==> src/hw/rtl/otbs_pkg.sv <==
// Shared types and constants of the oscillator trim binary search block.
// Phase codes, result kinds, register indexes and fixed field widths.
// Depends on nothing.
package otbs_pkg;

    // Fixed widths of the interface
    localparam int TRIM_BITS   = 7;
    localparam int TOL_BITS    = 10;
    localparam int KIND_BITS   = 2;
    localparam int PHASE_BITS  = 3;
    localparam int INDEX_BITS  = 1;
    localparam int FACTOR_BITS = 11;

    // Reset values of the configuration registers
    localparam int MAX_CODE_RESET = 127;
    localparam int TOL_RESET      = 150;

    // Scale of the tolerance
    localparam int PERMILLE = 1000;

    // Register indexes
    localparam logic [INDEX_BITS-1:0] REG_MAX_CODE = 1'd0;
    localparam logic [INDEX_BITS-1:0] REG_TOL      = 1'd1;

    // Request opcodes
    localparam logic OP_START   = 1'b0;
    localparam logic OP_MEASURE = 1'b1;

    // Result kinds
    typedef logic [KIND_BITS-1:0] kind_t;
    localparam kind_t KIND_MEASURE = 2'd0;
    localparam kind_t KIND_PASS    = 2'd1;
    localparam kind_t KIND_FAIL    = 2'd2;
    localparam kind_t KIND_IGNORED = 2'd3;

    // Sequencer phases
    typedef logic [PHASE_BITS-1:0] phase_t;
    localparam phase_t PH_IDLE   = 3'd0;
    localparam phase_t PH_SEARCH = 3'd1;
    localparam phase_t PH_LOW    = 3'd2;
    localparam phase_t PH_HIGH   = 3'd3;
    localparam phase_t PH_FINAL  = 3'd4;

endpackage

==> src/hw/rtl/otbs_bounds.sv <==
// Tolerance window products of the trim search: goal * (1000 - tol) and
// goal * (1000 + tol), registered once per cycle from stable state.
// Depends on otbs_pkg.
module otbs_bounds #(
    parameter int FREQ_BITS = 16
) (
    input  logic                                   clk,
    input  logic                                   rst_n,
    input  logic [FREQ_BITS-1:0]                   goal,
    input  logic [otbs_pkg::TOL_BITS-1:0]          tol,
    output logic [FREQ_BITS+otbs_pkg::FACTOR_BITS-1:0] lo_prod,
    output logic [FREQ_BITS+otbs_pkg::FACTOR_BITS-1:0] hi_prod
);

    localparam int PROD_BITS = FREQ_BITS + otbs_pkg::FACTOR_BITS;
    localparam int FB        = otbs_pkg::FACTOR_BITS;

    logic [FB-1:0]        tol_ext;
    logic [FB-1:0]        lo_factor;
    logic [FB-1:0]        hi_factor;
    logic [PROD_BITS-1:0] lo_prod_reg;
    logic [PROD_BITS-1:0] hi_prod_reg;
    logic [PROD_BITS-1:0] lo_prod_next;
    logic [PROD_BITS-1:0] hi_prod_next;

    assign tol_ext = FB'(tol);

    // Saturate the lower factor at zero for tolerances above 1000
    assign lo_factor = (tol_ext < FB'(otbs_pkg::PERMILLE)) ?
                       (FB'(otbs_pkg::PERMILLE) - tol_ext) : '0;
    assign hi_factor = FB'(otbs_pkg::PERMILLE) + tol_ext;

    assign lo_prod_next = PROD_BITS'(goal) * PROD_BITS'(lo_factor);
    assign hi_prod_next = PROD_BITS'(goal) * PROD_BITS'(hi_factor);

    always_ff @(posedge clk or negedge rst_n)
    begin
        if (!rst_n)
        begin
            lo_prod_reg <= '0;
            hi_prod_reg <= '0;
        end
        else
        begin
            lo_prod_reg <= lo_prod_next;
            hi_prod_reg <= hi_prod_next;
        end
    end

    assign lo_prod = lo_prod_reg;
    assign hi_prod = hi_prod_reg;

endmodule

==> src/hw/rtl/otbs_core.sv <==
// Search sequencer of the trim calibration: bounds, probe code, goal and
// error state, and the result of one request.
// Depends on otbs_pkg.
module otbs_core #(
    parameter int CODE_BITS = 7,
    parameter int FREQ_BITS = 16
) (
    input  logic                                       clk,
    input  logic                                       rst_n,
    input  logic                                       step,
    input  logic                                       op,
    input  logic [FREQ_BITS-1:0]                       target,
    input  logic [FREQ_BITS-1:0]                       meas,
    input  logic [CODE_BITS-1:0]                       max_code,
    input  logic [FREQ_BITS+otbs_pkg::FACTOR_BITS-1:0] lo_prod,
    input  logic [FREQ_BITS+otbs_pkg::FACTOR_BITS-1:0] hi_prod,
    output logic [FREQ_BITS-1:0]                       goal,
    output otbs_pkg::kind_t                            res_kind,
    output logic [CODE_BITS-1:0]                       res_code
);

    localparam int PROD_BITS = FREQ_BITS + otbs_pkg::FACTOR_BITS;

    otbs_pkg::phase_t       phase_reg, phase_next;
    logic [CODE_BITS-1:0]   low_code_reg, low_code_next;
    logic [CODE_BITS-1:0]   high_code_reg, high_code_next;
    logic [CODE_BITS-1:0]   probe_code_reg, probe_code_next;
    logic [FREQ_BITS-1:0]   goal_reg, goal_next;
    logic [FREQ_BITS-1:0]   low_error_reg, low_error_next;

    logic [CODE_BITS-1:0]   base_low;
    logic [CODE_BITS-1:0]   base_high;
    logic [CODE_BITS:0]     code_sum;
    logic [CODE_BITS-1:0]   mid;
    logic [FREQ_BITS-1:0]   meas_err;
    logic [PROD_BITS-1:0]   meas_x1000;
    logic [PROD_BITS-1:0]   meas_x1000_up;
    logic                   fail;

    // New bounds: full range on start, else narrow around the probe
    always_comb
    begin
        if (op == otbs_pkg::OP_START)
        begin
            base_low  = '0;
            base_high = max_code;
        end
        else if (meas > goal_reg)
        begin
            base_low  = low_code_reg;
            base_high = probe_code_reg;
        end
        else
        begin
            base_low  = probe_code_reg;
            base_high = high_code_reg;
        end
    end

    assign code_sum = (CODE_BITS+1)'(base_low) + (CODE_BITS+1)'(base_high);
    assign mid      = code_sum[CODE_BITS:1];

    assign meas_err = (meas >= goal_reg) ? (meas - goal_reg) : (goal_reg - meas);

    // meas < goal*lo/1000 (truncated) <=> 1000*(meas+1) <= goal*lo
    // meas > goal*hi/1000 (truncated) <=> 1000*meas > goal*hi
    assign meas_x1000    = PROD_BITS'(meas) * PROD_BITS'(otbs_pkg::PERMILLE);
    assign meas_x1000_up = meas_x1000 + PROD_BITS'(otbs_pkg::PERMILLE);
    assign fail          = (meas_x1000_up <= lo_prod) || (meas_x1000 > hi_prod);

    always_comb
    begin
        phase_next      = phase_reg;
        low_code_next   = low_code_reg;
        high_code_next  = high_code_reg;
        probe_code_next = probe_code_reg;
        goal_next       = goal_reg;
        low_error_next  = low_error_reg;
        res_kind        = otbs_pkg::KIND_MEASURE;
        res_code        = '0;

        if (op == otbs_pkg::OP_START || phase_reg == otbs_pkg::PH_SEARCH)
        begin
            if (op == otbs_pkg::OP_START)
            begin
                goal_next = target;
            end
            low_code_next  = base_low;
            high_code_next = base_high;
            if (mid == base_low)
            begin
                phase_next      = otbs_pkg::PH_LOW;
                probe_code_next = base_low;
            end
            else
            begin
                phase_next      = otbs_pkg::PH_SEARCH;
                probe_code_next = mid;
            end
            res_code = probe_code_next;
        end
        else
        begin
            unique case (phase_reg)
                otbs_pkg::PH_LOW:
                begin
                    low_error_next  = meas_err;
                    phase_next      = otbs_pkg::PH_HIGH;
                    probe_code_next = high_code_reg;
                    res_code        = high_code_reg;
                end
                otbs_pkg::PH_HIGH:
                begin
                    // Tie goes to the upper bound
                    probe_code_next = (low_error_reg < meas_err) ? low_code_reg
                                                                 : high_code_reg;
                    phase_next      = otbs_pkg::PH_FINAL;
                    res_code        = probe_code_next;
                end
                otbs_pkg::PH_FINAL:
                begin
                    res_kind   = fail ? otbs_pkg::KIND_FAIL : otbs_pkg::KIND_PASS;
                    res_code   = probe_code_reg;
                    phase_next = otbs_pkg::PH_IDLE;
                end
                default:
                begin
                    res_kind = otbs_pkg::KIND_IGNORED;
                    res_code = '0;
                end
            endcase
        end
    end

    always_ff @(posedge clk or negedge rst_n)
    begin
        if (!rst_n)
        begin
            phase_reg      <= otbs_pkg::PH_IDLE;
            low_code_reg   <= '0;
            high_code_reg  <= '0;
            probe_code_reg <= '0;
            goal_reg       <= '0;
            low_error_reg  <= '0;
        end
        else if (step)
        begin
            phase_reg      <= phase_next;
            low_code_reg   <= low_code_next;
            high_code_reg  <= high_code_next;
            probe_code_reg <= probe_code_next;
            goal_reg       <= goal_next;
            low_error_reg  <= low_error_next;
        end
    end

    assign goal = goal_reg;

endmodule

==> src/hw/rtl/oscillator_trim_binary_search.sv <==
// Top level of the oscillator trim binary search: input register, result
// register, configuration registers and the search sequencer.
// Depends on otbs_pkg, otbs_bounds and otbs_core.
//
// Usage:
//   Input channel (in_valid / in_stall) carries one request: op = start with
//   target_mhz, or op = measurement answer with measured_mhz. Every request
//   yields exactly one result on the output channel (out_valid / out_stall):
//   kind = measure request with the trim_code to measure next, pass or fail
//   with the final calibrated code, or ignored (code 0) for an answer that
//   arrives while no calibration runs. A start while busy restarts.
//   Configuration port (cfg_valid / cfg_ready / cfg_index / cfg_data) writes
//   max_code (index 0) or tol_permille (index 1); cfg_ready is always high.
//   Write it only while no request is in flight.
// Timing:
//   A request passes through the input register, then through the sequencer
//   into the result register. One request per cycle is accepted while the
//   result side drains; the window check multiplies the goal by the tolerance
//   factors in a register stage of its own, always ready since at least three
//   answers follow each start.
// Reset and stall:
//   Reset empties both registers, sets the sequencer idle and loads
//   max_code 127 and tol_permille 150. While out_stall holds the result,
//   the input register still takes one more request, then in_stall rises.
module oscillator_trim_binary_search #(
    parameter int CODE_BITS = 7,
    parameter int FREQ_BITS = 16
) (
    input  logic                                  clk,
    input  logic                                  rst_n,
    // request channel
    input  logic                                  in_valid,
    output logic                                  in_stall,
    input  logic                                  op,
    input  logic [FREQ_BITS-1:0]                  target_mhz,
    input  logic [FREQ_BITS-1:0]                  measured_mhz,
    // result channel
    output logic                                  out_valid,
    input  logic                                  out_stall,
    output otbs_pkg::kind_t                       kind,
    output logic [otbs_pkg::TRIM_BITS-1:0]        trim_code,
    // configuration writes
    input  logic                                  cfg_valid,
    output logic                                  cfg_ready,
    input  logic [otbs_pkg::INDEX_BITS-1:0]       cfg_index,
    input  logic [((CODE_BITS > otbs_pkg::TOL_BITS) ? CODE_BITS
                   : otbs_pkg::TOL_BITS)-1:0]     cfg_data
);

    localparam int PROD_BITS = FREQ_BITS + otbs_pkg::FACTOR_BITS;
    localparam int WIDE_BITS = (CODE_BITS > otbs_pkg::TRIM_BITS) ? CODE_BITS
                                                                 : otbs_pkg::TRIM_BITS;

    // Configuration registers
    logic [CODE_BITS-1:0]          max_code_reg;
    logic [otbs_pkg::TOL_BITS-1:0] tol_reg;

    // Input register
    logic                          s1_valid_reg, s1_valid_next;
    logic                          s1_op_reg;
    logic [FREQ_BITS-1:0]          s1_target_reg;
    logic [FREQ_BITS-1:0]          s1_meas_reg;

    // Result register
    logic                          out_valid_reg, out_valid_next;
    otbs_pkg::kind_t               kind_reg;
    logic [otbs_pkg::TRIM_BITS-1:0] trim_reg;

    logic                          in_accept;
    logic                          s1_advance;
    logic                          step;
    logic [FREQ_BITS-1:0]          goal;
    logic [PROD_BITS-1:0]          lo_prod;
    logic [PROD_BITS-1:0]          hi_prod;
    otbs_pkg::kind_t               res_kind;
    logic [CODE_BITS-1:0]          res_code;
    logic [WIDE_BITS-1:0]          res_code_wide;

    assign cfg_ready = 1'b1;

    always_ff @(posedge clk or negedge rst_n)
    begin
        if (!rst_n)
        begin
            max_code_reg <= CODE_BITS'(otbs_pkg::MAX_CODE_RESET);
            tol_reg      <= otbs_pkg::TOL_BITS'(otbs_pkg::TOL_RESET);
        end
        else if (cfg_valid && cfg_ready)
        begin
            unique case (cfg_index)
                otbs_pkg::REG_MAX_CODE: max_code_reg <= cfg_data[CODE_BITS-1:0];
                otbs_pkg::REG_TOL:      tol_reg      <= cfg_data[otbs_pkg::TOL_BITS-1:0];
                default:                ;
            endcase
        end
    end

    // Advance the input register whenever the result register is free or drains
    assign s1_advance     = !out_valid_reg || !out_stall;
    assign step           = s1_valid_reg && s1_advance;
    assign in_stall       = s1_valid_reg && !s1_advance;
    assign in_accept      = in_valid && !in_stall;
    assign s1_valid_next  = in_accept || (s1_valid_reg && !s1_advance);
    assign out_valid_next = step || (out_valid_reg && out_stall);

    always_ff @(posedge clk or negedge rst_n)
    begin
        if (!rst_n)
        begin
            s1_valid_reg  <= 1'b0;
            out_valid_reg <= 1'b0;
        end
        else
        begin
            s1_valid_reg  <= s1_valid_next;
            out_valid_reg <= out_valid_next;
        end
    end

    // Hold the request payload until the sequencer takes it
    always_ff @(posedge clk)
    begin
        if (in_accept)
        begin
            s1_op_reg     <= op;
            s1_target_reg <= target_mhz;
            s1_meas_reg   <= measured_mhz;
        end
    end

    otbs_bounds #(
        .FREQ_BITS (FREQ_BITS)
    ) u_bounds (
        .clk     (clk),
        .rst_n   (rst_n),
        .goal    (goal),
        .tol     (tol_reg),
        .lo_prod (lo_prod),
        .hi_prod (hi_prod)
    );

    otbs_core #(
        .CODE_BITS (CODE_BITS),
        .FREQ_BITS (FREQ_BITS)
    ) u_core (
        .clk      (clk),
        .rst_n    (rst_n),
        .step     (step),
        .op       (s1_op_reg),
        .target   (s1_target_reg),
        .meas     (s1_meas_reg),
        .max_code (max_code_reg),
        .lo_prod  (lo_prod),
        .hi_prod  (hi_prod),
        .goal     (goal),
        .res_kind (res_kind),
        .res_code (res_code)
    );

    // The reported code keeps only the low TRIM_BITS bits of the sequencer code
    assign res_code_wide = WIDE_BITS'(res_code);

    always_ff @(posedge clk)
    begin
        if (step)
        begin
            kind_reg <= res_kind;
            trim_reg <= res_code_wide[otbs_pkg::TRIM_BITS-1:0];
        end
    end

    assign out_valid = out_valid_reg;
    assign kind      = kind_reg;
    assign trim_code = trim_reg;

endmodule

==> config.mk <==
export PLATFORM = sky130hd
export DESIGN_NAME = oscillator_trim_binary_search
export DESIGN_NICKNAME = d
export VERILOG_FILES = /design/src/hw/rtl/otbs_pkg.sv /design/src/hw/rtl/otbs_bounds.sv /design/src/hw/rtl/otbs_core.sv /design/src/hw/rtl/oscillator_trim_binary_search.sv
export SDC_FILE = /design/constraint.sdc
export NUM_CORES = 1
export LEC_CHECK = 0
export CORE_ASPECT_RATIO = 0.75
export CORE_MARGIN = 2
export CORE_UTILIZATION = 50
export DETAILED_ROUTE_END_ITERATION = 6
export DONT_BUFFER_PORTS = 1
export GPL_TIMING_DRIVEN = 0
export SETUP_SLACK_MARGIN = 0.3
export SYNTH_ARGS = -nofsm -noshare
export SYNTH_HDL_FRONTEND = slang
export SYNTH_SLANG_ARGS = --single-unit
==> constraint.sdc <==
create_clock -name clk -period 17.4 [get_ports clk]
set_input_delay 5.22 -clock clk [delete_from_list [all_inputs] [get_ports clk]]
set_output_delay 5.22 -clock clk [all_outputs]
set_load 0.02 [all_outputs]
==> results of run 1 <==
==> synth_stat cells (all sizes together), types with 3 or more instances <==
cell	number
a21o	62
nor4	6
clkbuf	83
a21oi	115
xor2	33
mux2i	34
o211ai	14
a211o	4
dfstp	11
nand2b	30
dfrtp	118
and3	12
o221ai	6
nand3	31
a21boi	3
nor4b	5
nand4	22
edfxtp	42
or2	4
nor3	91
and4	3
o2111ai	4
and2	39
a31o	3
xnor2	77
inv	400
o21bai	5
or3	14
a22oi	3
buf	15
nor2b	19
mux2	31
a41oi	3
a31oi	10
nand2	318
nor2	133
a22o	5
fa	307
a211oi	12
o21ai	94
a2111oi	6
clkinv	8
o21a	22
ha	285
==> area by class of cell <==
cell class | instances | area [um2] | area share (%)
multi-input combinational | 1892 | 17300 | 68.7
sequential | 171 | 4500 | 17.9
inverter | 408 | 1530 | 6.09
tap | 639 | 800 | 3.18
clock buffer | 17 | 425 | 1.69
buffer | 98 | 385 | 1.53
clock inverter | 15 | 216 | 0.861
==> cells by family after synthesis <==
kind of cell               after synthesis
and+or+nand+nor                        735
xor gates and xnor gates               111
other                                    1
DFF                                    171
muxes                                   65
adders and majority gates              592
buffers and inverters                  506
AOI/OAI and AO/OA                      388
==> routing by layer <==
layer | up-vias | share of wire (%) | global-route usage, %
met4 | 4 | 2.5 | 8.60
met3 | 107 | 12 | 11.3
met5 | - | 0.12 | 1.09
met1 | 9158 | 45 | 41.1
met2 | 781 | 41 | 41.7
li1 | 8436 | - | -
==> through the flow <==
step	utilization, %	hold WS (ns)
final	53.4	0.482
after global routing	53.4	0.506
after global placement	52.1	0.461
after CTS	53.4	0.489
after detailed placement	52.1	0.472
after floorplan	-	0.426
==> worst paths after layout <==
check | start | to | slack (ns) | cells past startpoint
worst max-delay path | out_stall | in_stall | 6.70 | 2
worst min-delay path | s1_target_reg[4] | u_core.goal[4] | 0.48 | 2
worst max register to register | tol_reg[3] | u_bounds.lo_prod[25] | 8.33 | 28
worst min register to register | s1_target_reg[4] | u_core.goal[4] | 0.48 | 2
max in group asynchronous | rst_n | max_code_reg[2] | 12.64 | 0
min in group asynchronous | rst_n | u_core.low_error_reg[8] | 4.44 | 0
==> cells in the final DEF, fill, tap and decap left out, types with 14 or more instances in the layout <==
cell       count
clkbuf_1      83
o21a_1        22
mux2_2        30
nor3_1        89
ha_1         285
a21o_1        62
xor2_1        33
and2_1        38
nor2b_1       19
inv_1        400
o21ai_1       14
nand4_1       22
dfrtp_1      118
xnor2_1       77
fa_1         307
nand2b_1      30
mux2i_1       34
o21ai_0       79
clkbuf_16     17
nand3_1       30
edfxtp_1      42
nand2_1      318
nor2_1       131
a21oi_1      113
==> flow_summary_export.csv, run 1 <==
group,metric,value,unit
timing,hold_viol,0,
synthesis,synth_top_family_by_area,"adder cells",
route,wl_per_cell,21.6,um
layout,layoutNonFillerInstCount,3240,
floorplanning,dieHeight,193,um
synthesis,ys_ff_latch,171,
flow_run,drv_cap,0,
clock_network,cts_resized,0,
floorplanning,placementRows,69,
synthesis,async_flop_share,75.4,%
synthesis,synth-compound-area-share,10.5,%
place,routabilityCongestion,0.918,
layout,fin_nets,3229,
layout,area_growth,6.09,%
timing,timing.final.ws_setup,6.70,ns
outcome,outcome,"finished clean",
timing,fin_crit,10.70,ns
floorplanning,die_area,49200,um2
place,port-buffer-count,0,
synthesis,synth_fa_ha_area_share,41.0,%
hold_path,hold_path_class,"reg -> reg",
route,routed_wirelength,70100,um
clock_network,cts.path.max_buffers,2,
clock_network,clock-sinks,171,
floorplanning,start_util,50.4,%
place,dp_hpwl,57400,um
synthesis,synth_top_flop_cell,"dfrtp_1",
global_routing,grtUsageTotal,29.3,%
place,post-place-cells,3208,
route,dr.pass1.iters,6,
floorplanning,die_width,255,um
global_routing,antenna_found_initial,2,
clock_network,cts-htree-levels,4,
critical_path,crit_type,"in -> out",
synthesis,synth_area_leader_cell,"fa_1",
critical_path,setup.worst_path.start_class,"input pin",
critical_path,path_cells,"nand3_1 -> inv_1",
timing,final.setup.tns,0,ns
synthesis,yosysWarnings,0,
critical_path,crit_family,"buffers and inverters",
route,drtAntennaViolNets,0,
critical_path,end_kind,"output port",
critical_path,cp.required,12.18,ns
global_routing,overflow,0,
route,viasPerCell,5.71,
clock_network,clock-root-buffer,"clkbuf_16",
global_routing,grt_max_degree,130,
synthesis,syn_avg_cell_area,9.23,um2
clock_network,cts_buffers,17,
critical_path,path_buf_inv,1,
timing,tightest_slew,1.27,ns
timing,fin_crit_sh,61.5,%
critical_path,slowest_stage,"inv_1",
synthesis,synth_top_area_share,25.9,%
clock_network,tritoncts,"yes",
synthesis,synthMuxAreaShare,2.91,%
place,preCtsSetupSlack,6.70,ns
global_routing,grt_pass1_wl,108000,um
synthesis,synth-xor-area-share,4.16,%
layout,stdcell_area,25100,um2
timing,max_freq,93.5,MHz
floorplanning,core_area,47100,um2
critical_path,worst-path-max-fanout,3,
route,drtIter0Drc,1517,
layout,drive_gt1_share,4.15,%
clock_network,holdBufCountCts,0,
clock_network,clkTransAtPathRegs,0.09,ns
timing,slew_viol_final,0,
route,num_vias,18486,
global_routing,grt_pass1_vias,18591,
clock_network,post_cts_buffers,0,
layout,antenna_cells,0,
synthesis,yosysSeqAreaShare,19.0,%
synthesis,synth_edf_count,42,
timing,slew_headroom,14.7,%
critical_path,cpPeakStageDelay,0.18,ns
synthesis,synth_fp_nets,3210,
timing,fin_skew,0.0207,ns
synthesis,synth_area_leaders,"fa_1 26%, ha_1 15%, dfrtp_1 12%, inv_1 6.3%, edfxtp_1 5.3%",
route,drc,0,
timing,setup_viol,0,
layout,fillers,4381,
floorplanning,pin_count,61,
synthesis,syn_area,23700,um2
timing,rsz0062_at_grt,"no",
synthesis,synth_cell_types,80,
place,place_area,24500,um2
clock_network,clkLatencyLatePin,0.48,ns
synthesis,post_synth_inst_count,2569,
critical_path,critPathArrivalTime,5.48,ns
synthesis,synth-simple-area-share,14.3,%
Power of run 1 is left out: the tool's default activity adds up to more than one toggle a clock period on the data nets, which glitch-free logic cannot reach.
==> inputs of run 2 (changes only) <==
- PLACE_DENSITY: default -> 0.68
- clock period: 17.4 -> 9.2 ns (I/O delays scaled with it)
==> flow_summary_export.csv, run 2 (same netlist as run 1, synthesis figures left out) <==
group,metric,value,unit
floorplanning,die_area,49200,um2
layout,mostFrequentLayoutCell,"inv_1",
critical_path,r2r_start,"tol_reg[3]",
timing,slew_headroom,4.01,%
global_routing,grt_max_degree,130,
route,drtAntennaViolNets,0,
layout,final_cell_mix,"400 x inv_1, 318 x nand2_1, 307 x fa_1",
global_routing,antenna_found_initial,1,
route,dr.pass1.iters,7,
floorplanning,start_util,50.4,%
critical_path,end_kind,"register",
floorplanning,dieHeight,193,um
layout,antenna_cells,0,
layout,fillers,4305,
clock_network,tritoncts,"yes",
hold_path,hold_depth,2,
critical_path,regToRegEndpoint,"u_bounds.lo_prod[25]",
critical_path,worst-path-max-fanout,10,
timing,setup_viol,0,
place,port-buffer-count,0,
global_routing,grt_pass1_vias,18839,
floorplanning,pin_count,61,
timing,tightest_slew,1.43,ns
timing,fin_crit_sh,92.9,%
critical_path,crit_type,"reg -> reg",
clock_network,post_cts_buffers,0,
outcome,violations,"design-rule violations",
outcome,outcome,"finished, violations left",
floorplanning,core_area,47100,um2
global_routing,overflow,0,
critical_path,setup.worst_path.start_class,"register",
hold_path,hold_path_startpoint,"s1_target_reg[11]",
critical_path,critPathArrivalTime,8.91,ns
timing,fin_skew,0.0218,ns
clock_network,clkLatencyLatePin,0.47,ns
clock_network,cts_buffers,17,
global_routing,grtUsageTotal,28.9,%
clock_network,clkTransAtPathRegs,0.09,ns
timing,fin_crit,8.55,ns
timing,hold_viol,0,
hold_path,min_to,"u_core.goal[11]",
critical_path,slowest_stage,"a2111oi_1",
clock_network,clock-root-buffer,"clkbuf_16",
route,drc,1,
floorplanning,die_width,255,um
clock_network,cts-htree-levels,4,
route,wl_per_cell,21.4,um
route,drtIter0Drc,1961,
timing,rsz0062_at_grt,"no",
critical_path,worst_r2r_path_depth,27,
layout,drive_gt1_share,4.27,%
clock_network,clock-sinks,171,
critical_path,cp.required,9.56,ns
global_routing,grt_pass1_wl,109000,um
timing,slew_viol_final,0,
route,viasPerCell,5.75,
layout,area_growth,5.92,%
place,routabilityCongestion,1.02,
place,dp_hpwl,57100,um
timing,final.setup.tns,0,ns
layout,fin_nets,3229,
flow_run,drv_cap,0,
route,num_vias,18633,
floorplanning,placementRows,69,
route,routed_wirelength,69200,um
critical_path,r2r_setup_slack,0.65,ns
hold_path,hold_path_class,"reg -> reg",
critical_path,cpPeakStageDelay,0.56,ns
clock_network,cts.path.max_buffers,2,
timing,max_freq,117,MHz
## run 2: changes by cell type in the layout (fill, tap and decap cells not counted)
cell / before / now
clkinv_8: 8 / 3
clkbuf_1: 83 / 80
clkbuf_2: 0 / 3
inv_12: 3 / 0
inv_6: 0 / 3
inv_8: 1 / 4
clkinv_4: 3 / 1
inv_4: 0 / 2
a2111oi_0: 6 / 5
a2111oi_1: 0 / 1
clkbuf_16: 17 / 18
clkinv_2: 0 / 1
## run 2: worst max-delay path by stage
| stage | end | slack (ns) | cells past startpoint | startpoint |
|---|---|---|---|---|
| 5_1_grt | u_bounds.lo_prod[25] | 0.30 | 28 | tol_reg[3] |
| 2_1_floorplan | u_bounds.lo_prod[25] | 1.97 | 25 | tol_reg[3] |
| 3_5_place_dp | u_bounds.lo_prod[25] | 0.32 | 27 | tol_reg[3] |
| 4_1_cts | u_bounds.lo_prod[25] | 0.37 | 27 | tol_reg[3] |
| 6_report | u_bounds.lo_prod[25] | 0.65 | 27 | tol_reg[3] |
| 3_3_place_gp | u_bounds.lo_prod[25] | 0.42 | 27 | tol_reg[3] |
## run 2: layout make-up
type | count | area, um2 | area share, %
Clock inverter | 14 | 146 | 0.583
Multi-Input combinational cell | 1892 | 17300 | 68.8
Clock buffer | 18 | 450 | 1.79
Sequential cell | 171 | 4500 | 17.9
Inverter | 408 | 1530 | 6.10
Buffer | 98 | 389 | 1.55
Tap cell | 639 | 800 | 3.18
## run 2: what timing repair did
| item | in CTS | in global routing |
|---|---|---|
| resized for setup | 1 | 6 |
| hold buffers | 0 | 0 |
| setup endpoints to repair | 1 | 3 |
## run 2: through the flow
stage	instance area, um2	std cells	setup WS [ns]	hold slack [ns]	utilization (%)
floorplan	23700	2569	1.97	0.426	-
global placement	24500	3208	0.422	0.453	52.1
detailed placement	24500	3208	0.319	0.452	52.1
CTS	25100	3240	0.367	0.470	53.3
global route	25100	3240	0.302	0.501	53.4
finish	25100	3240	0.654	0.466	53.4
## run 2: critical path: cells and delay by family (launching register included)
kind	cells	cell delay (ns)
xor gates and xnor gates	1	0.23
DFF	1	0.41
AOI/OAI and AO/OA	7	1.74
adders and majority gates	7	2.97
buffers and inverters	6	1.78
and+or+nand+nor	6	1.29
## run 2: layer usage
metal	global-route usage, %	wire [um]
met4	7.31	1510
met5	0	0
met1	43.3	32000
met2	40.3	27600
met3	9.00	8050
Power of run 2 is left out for the same reason.
==> inputs of run 3 (changes only) <==
--- a/config.mk
+++ b/config.mk
@@ -8,3 +8,3 @@
 export CORE_ASPECT_RATIO = 0.75
-export CORE_MARGIN = 2
+export CORE_MARGIN = 1
 export CORE_UTILIZATION = 50
@@ -15,2 +15,3 @@
 export SETUP_SLACK_MARGIN = 0.3
+export SLEW_MARGIN = 20
 export SYNTH_ARGS = -nofsm -noshare
==> constraint.sdc (replaced) <==
create_clock -name clk -period 9.2 [get_ports clk]
set_input_delay 1.84 -clock clk [delete_from_list [all_inputs] [get_ports clk]]
set_output_delay 1.84 -clock clk [all_outputs]
set_load 0.02 [all_outputs]
==> flow_summary_export.csv, run 3 (same netlist as run 1, synthesis figures left out) <==
group,metric,value,unit
global_routing,grtUsageTotal,29.6,%
timing,fin_crit_sh,90.8,%
clock_network,cts_buffers,17,
place,dp_hpwl,57000,um
hold_path,hold_path_class,"reg -> reg",
clock_network,cts-htree-levels,4,
timing,fin_crit,8.35,ns
route,drtIter0Drc,1529,
floorplanning,die_width,253,um
critical_path,cp.required,9.53,ns
layout,fin_nets,3231,
critical_path,regToRegEndpoint,"u_bounds.lo_prod[25]",
clock_network,clock-root-buffer,"clkbuf_16",
layout,drive_gt1_share,4.30,%
hold_path,hold_depth,2,
clock_network,tritoncts,"yes",
route,drtAntennaViolNets,0,
flow_run,drv_cap,0,
timing,max_freq,120,MHz
layout,mostFrequentLayoutCell,"inv_1",
route,wl_per_cell,21.3,um
floorplanning,die_area,48300,um2
layout,area_growth,5.99,%
layout,stdcell_area,25100,um2
timing,fin_skew,0.0223,ns
route,viasPerCell,5.74,
timing,final.setup.tns,0,ns
timing,tightest_slew,1.15,ns
timing,rsz0062_at_grt,"no",
timing,slew_viol_final,0,
outcome,outcome,"finished clean",
critical_path,end_kind,"register",
floorplanning,start_util,51.1,%
floorplanning,dieHeight,191,um
hold_path,min_to,"u_core.low_error_reg[0]",
critical_path,worst-path-max-fanout,10,
global_routing,grt_pass1_wl,108000,um
route,dr.pass1.iters,6,
timing,hold_viol,0,
clock_network,clock-sinks,171,
global_routing,grt_max_degree,130,
place,place_area,24500,um2
route,num_vias,18578,
critical_path,cpPeakStageDelay,0.53,ns
global_routing,antenna_found_initial,5,
place,port-buffer-count,0,
critical_path,cp_common_cell,"fa_1",
timing,slew_headroom,22.3,%
route,routed_wirelength,68900,um
critical_path,worst_r2r_path_depth,28,
floorplanning,core_area,46400,um2
critical_path,crit_type,"reg -> reg",
floorplanning,placementRows,68,
global_routing,grt_pass1_vias,18970,
clock_network,cts.path.max_buffers,2,
layout,fillers,4229,
timing,setup_viol,0,
critical_path,r2r_setup_slack,0.85,ns
place,routabilityCongestion,0.962,
hold_path,hold_path_startpoint,"u_core.low_error_reg[0]",
critical_path,setup.worst_path.start_class,"register",
critical_path,slowest_stage,"fa_1",
layout,final_cell_mix,"400 x inv_1, 318 x nand2_1, 307 x fa_1",
layout,utilization,54.2,%
global_routing,overflow,0,
clock_network,holdBufCountCts,0,
floorplanning,pin_count,61,
critical_path,critPathArrivalTime,8.68,ns
route,drc,0,
clock_network,clkLatencyLatePin,0.46,ns
clock_network,post_cts_buffers,0,
critical_path,r2r_start,"tol_reg[3]",
clock_network,clkTransAtPathRegs,0.08,ns
==> run 3: cell types whose count changed in the layout (fill, tap and decap cells not counted), sizes merged <==
cell | before | now
inv | 409 | 404
clkinvlp | 0 | 3
buf | 15 | 17
clkinv | 13 | 15
diode | 0 | 2
==> run 3: critical path, delay by kind of cell, from the launching register on <==
| family | cells | cell delay (ns) |
|---|---|---|
| fa+ha+maj | 7 | 3.10 |
| simple gates | 5 | 0.98 |
| compound gates | 7 | 1.86 |
| buf+inv | 8 | 1.72 |
| flops | 1 | 0.38 |
| xor+xnor | 1 | 0.18 |
==> run 3: through the flow <==
stage | std cells | hold WS [ns] | worst slack (ns)
CTS | 3233 | 0.480 | 0.407
global route | 3234 | 0.513 | 0.467
global placement | 3199 | 0.466 | 0.490
finish | 3235 | 0.483 | 0.846
floorplan | 2569 | 0.426 | 1.97
detailed placement | 3201 | 0.464 | 0.443
==> run 3: layout make-up <==
type | count | area, um2 | area share [%]
well taps | 630 | 788 | 3.14
repair buffers | 2 | 27.5 | 0.110
clock buffers | 18 | 429 | 1.71
inverters | 408 | 1530 | 6.10
diodes | 2 | 5.00 | 0.0199
clock inverters | 14 | 161 | 0.643
plain buffers | 98 | 388 | 1.54
multi-input cells | 1892 | 17300 | 68.8
flip-flops and latches | 171 | 4500 | 17.9
==> run 3: what timing repair did <==
item / CTS / global route
endpoints found under the hold margin: 0 / 0
setup endpoints to repair: 0 / 2
gates resized for setup: 0 / 5
==> run 3: worst max path at each step <==
stage	end	depth (start not counted)	start
finish	u_bounds.lo_prod[25]	28	tol_reg[3]
global placement	u_bounds.lo_prod[25]	28	tol_reg[3]
global route	u_bounds.lo_prod[25]	28	tol_reg[3]
CTS	u_bounds.lo_prod[25]	28	tol_reg[3]
detailed placement	u_bounds.lo_prod[25]	28	tol_reg[3]
floorplan	u_bounds.lo_prod[25]	25	tol_reg[3]
==> run 3: layer usage <==
metal	vias up	track usage [%]	part of all wire, %
li1	8441	-	-
met1	9245	43.1	46
met2	797	41.3	41
met3	95	10.4	11
met4	0	7.83	2.0
met5	-	0	0
Power of run 3 is left out for the same reason.
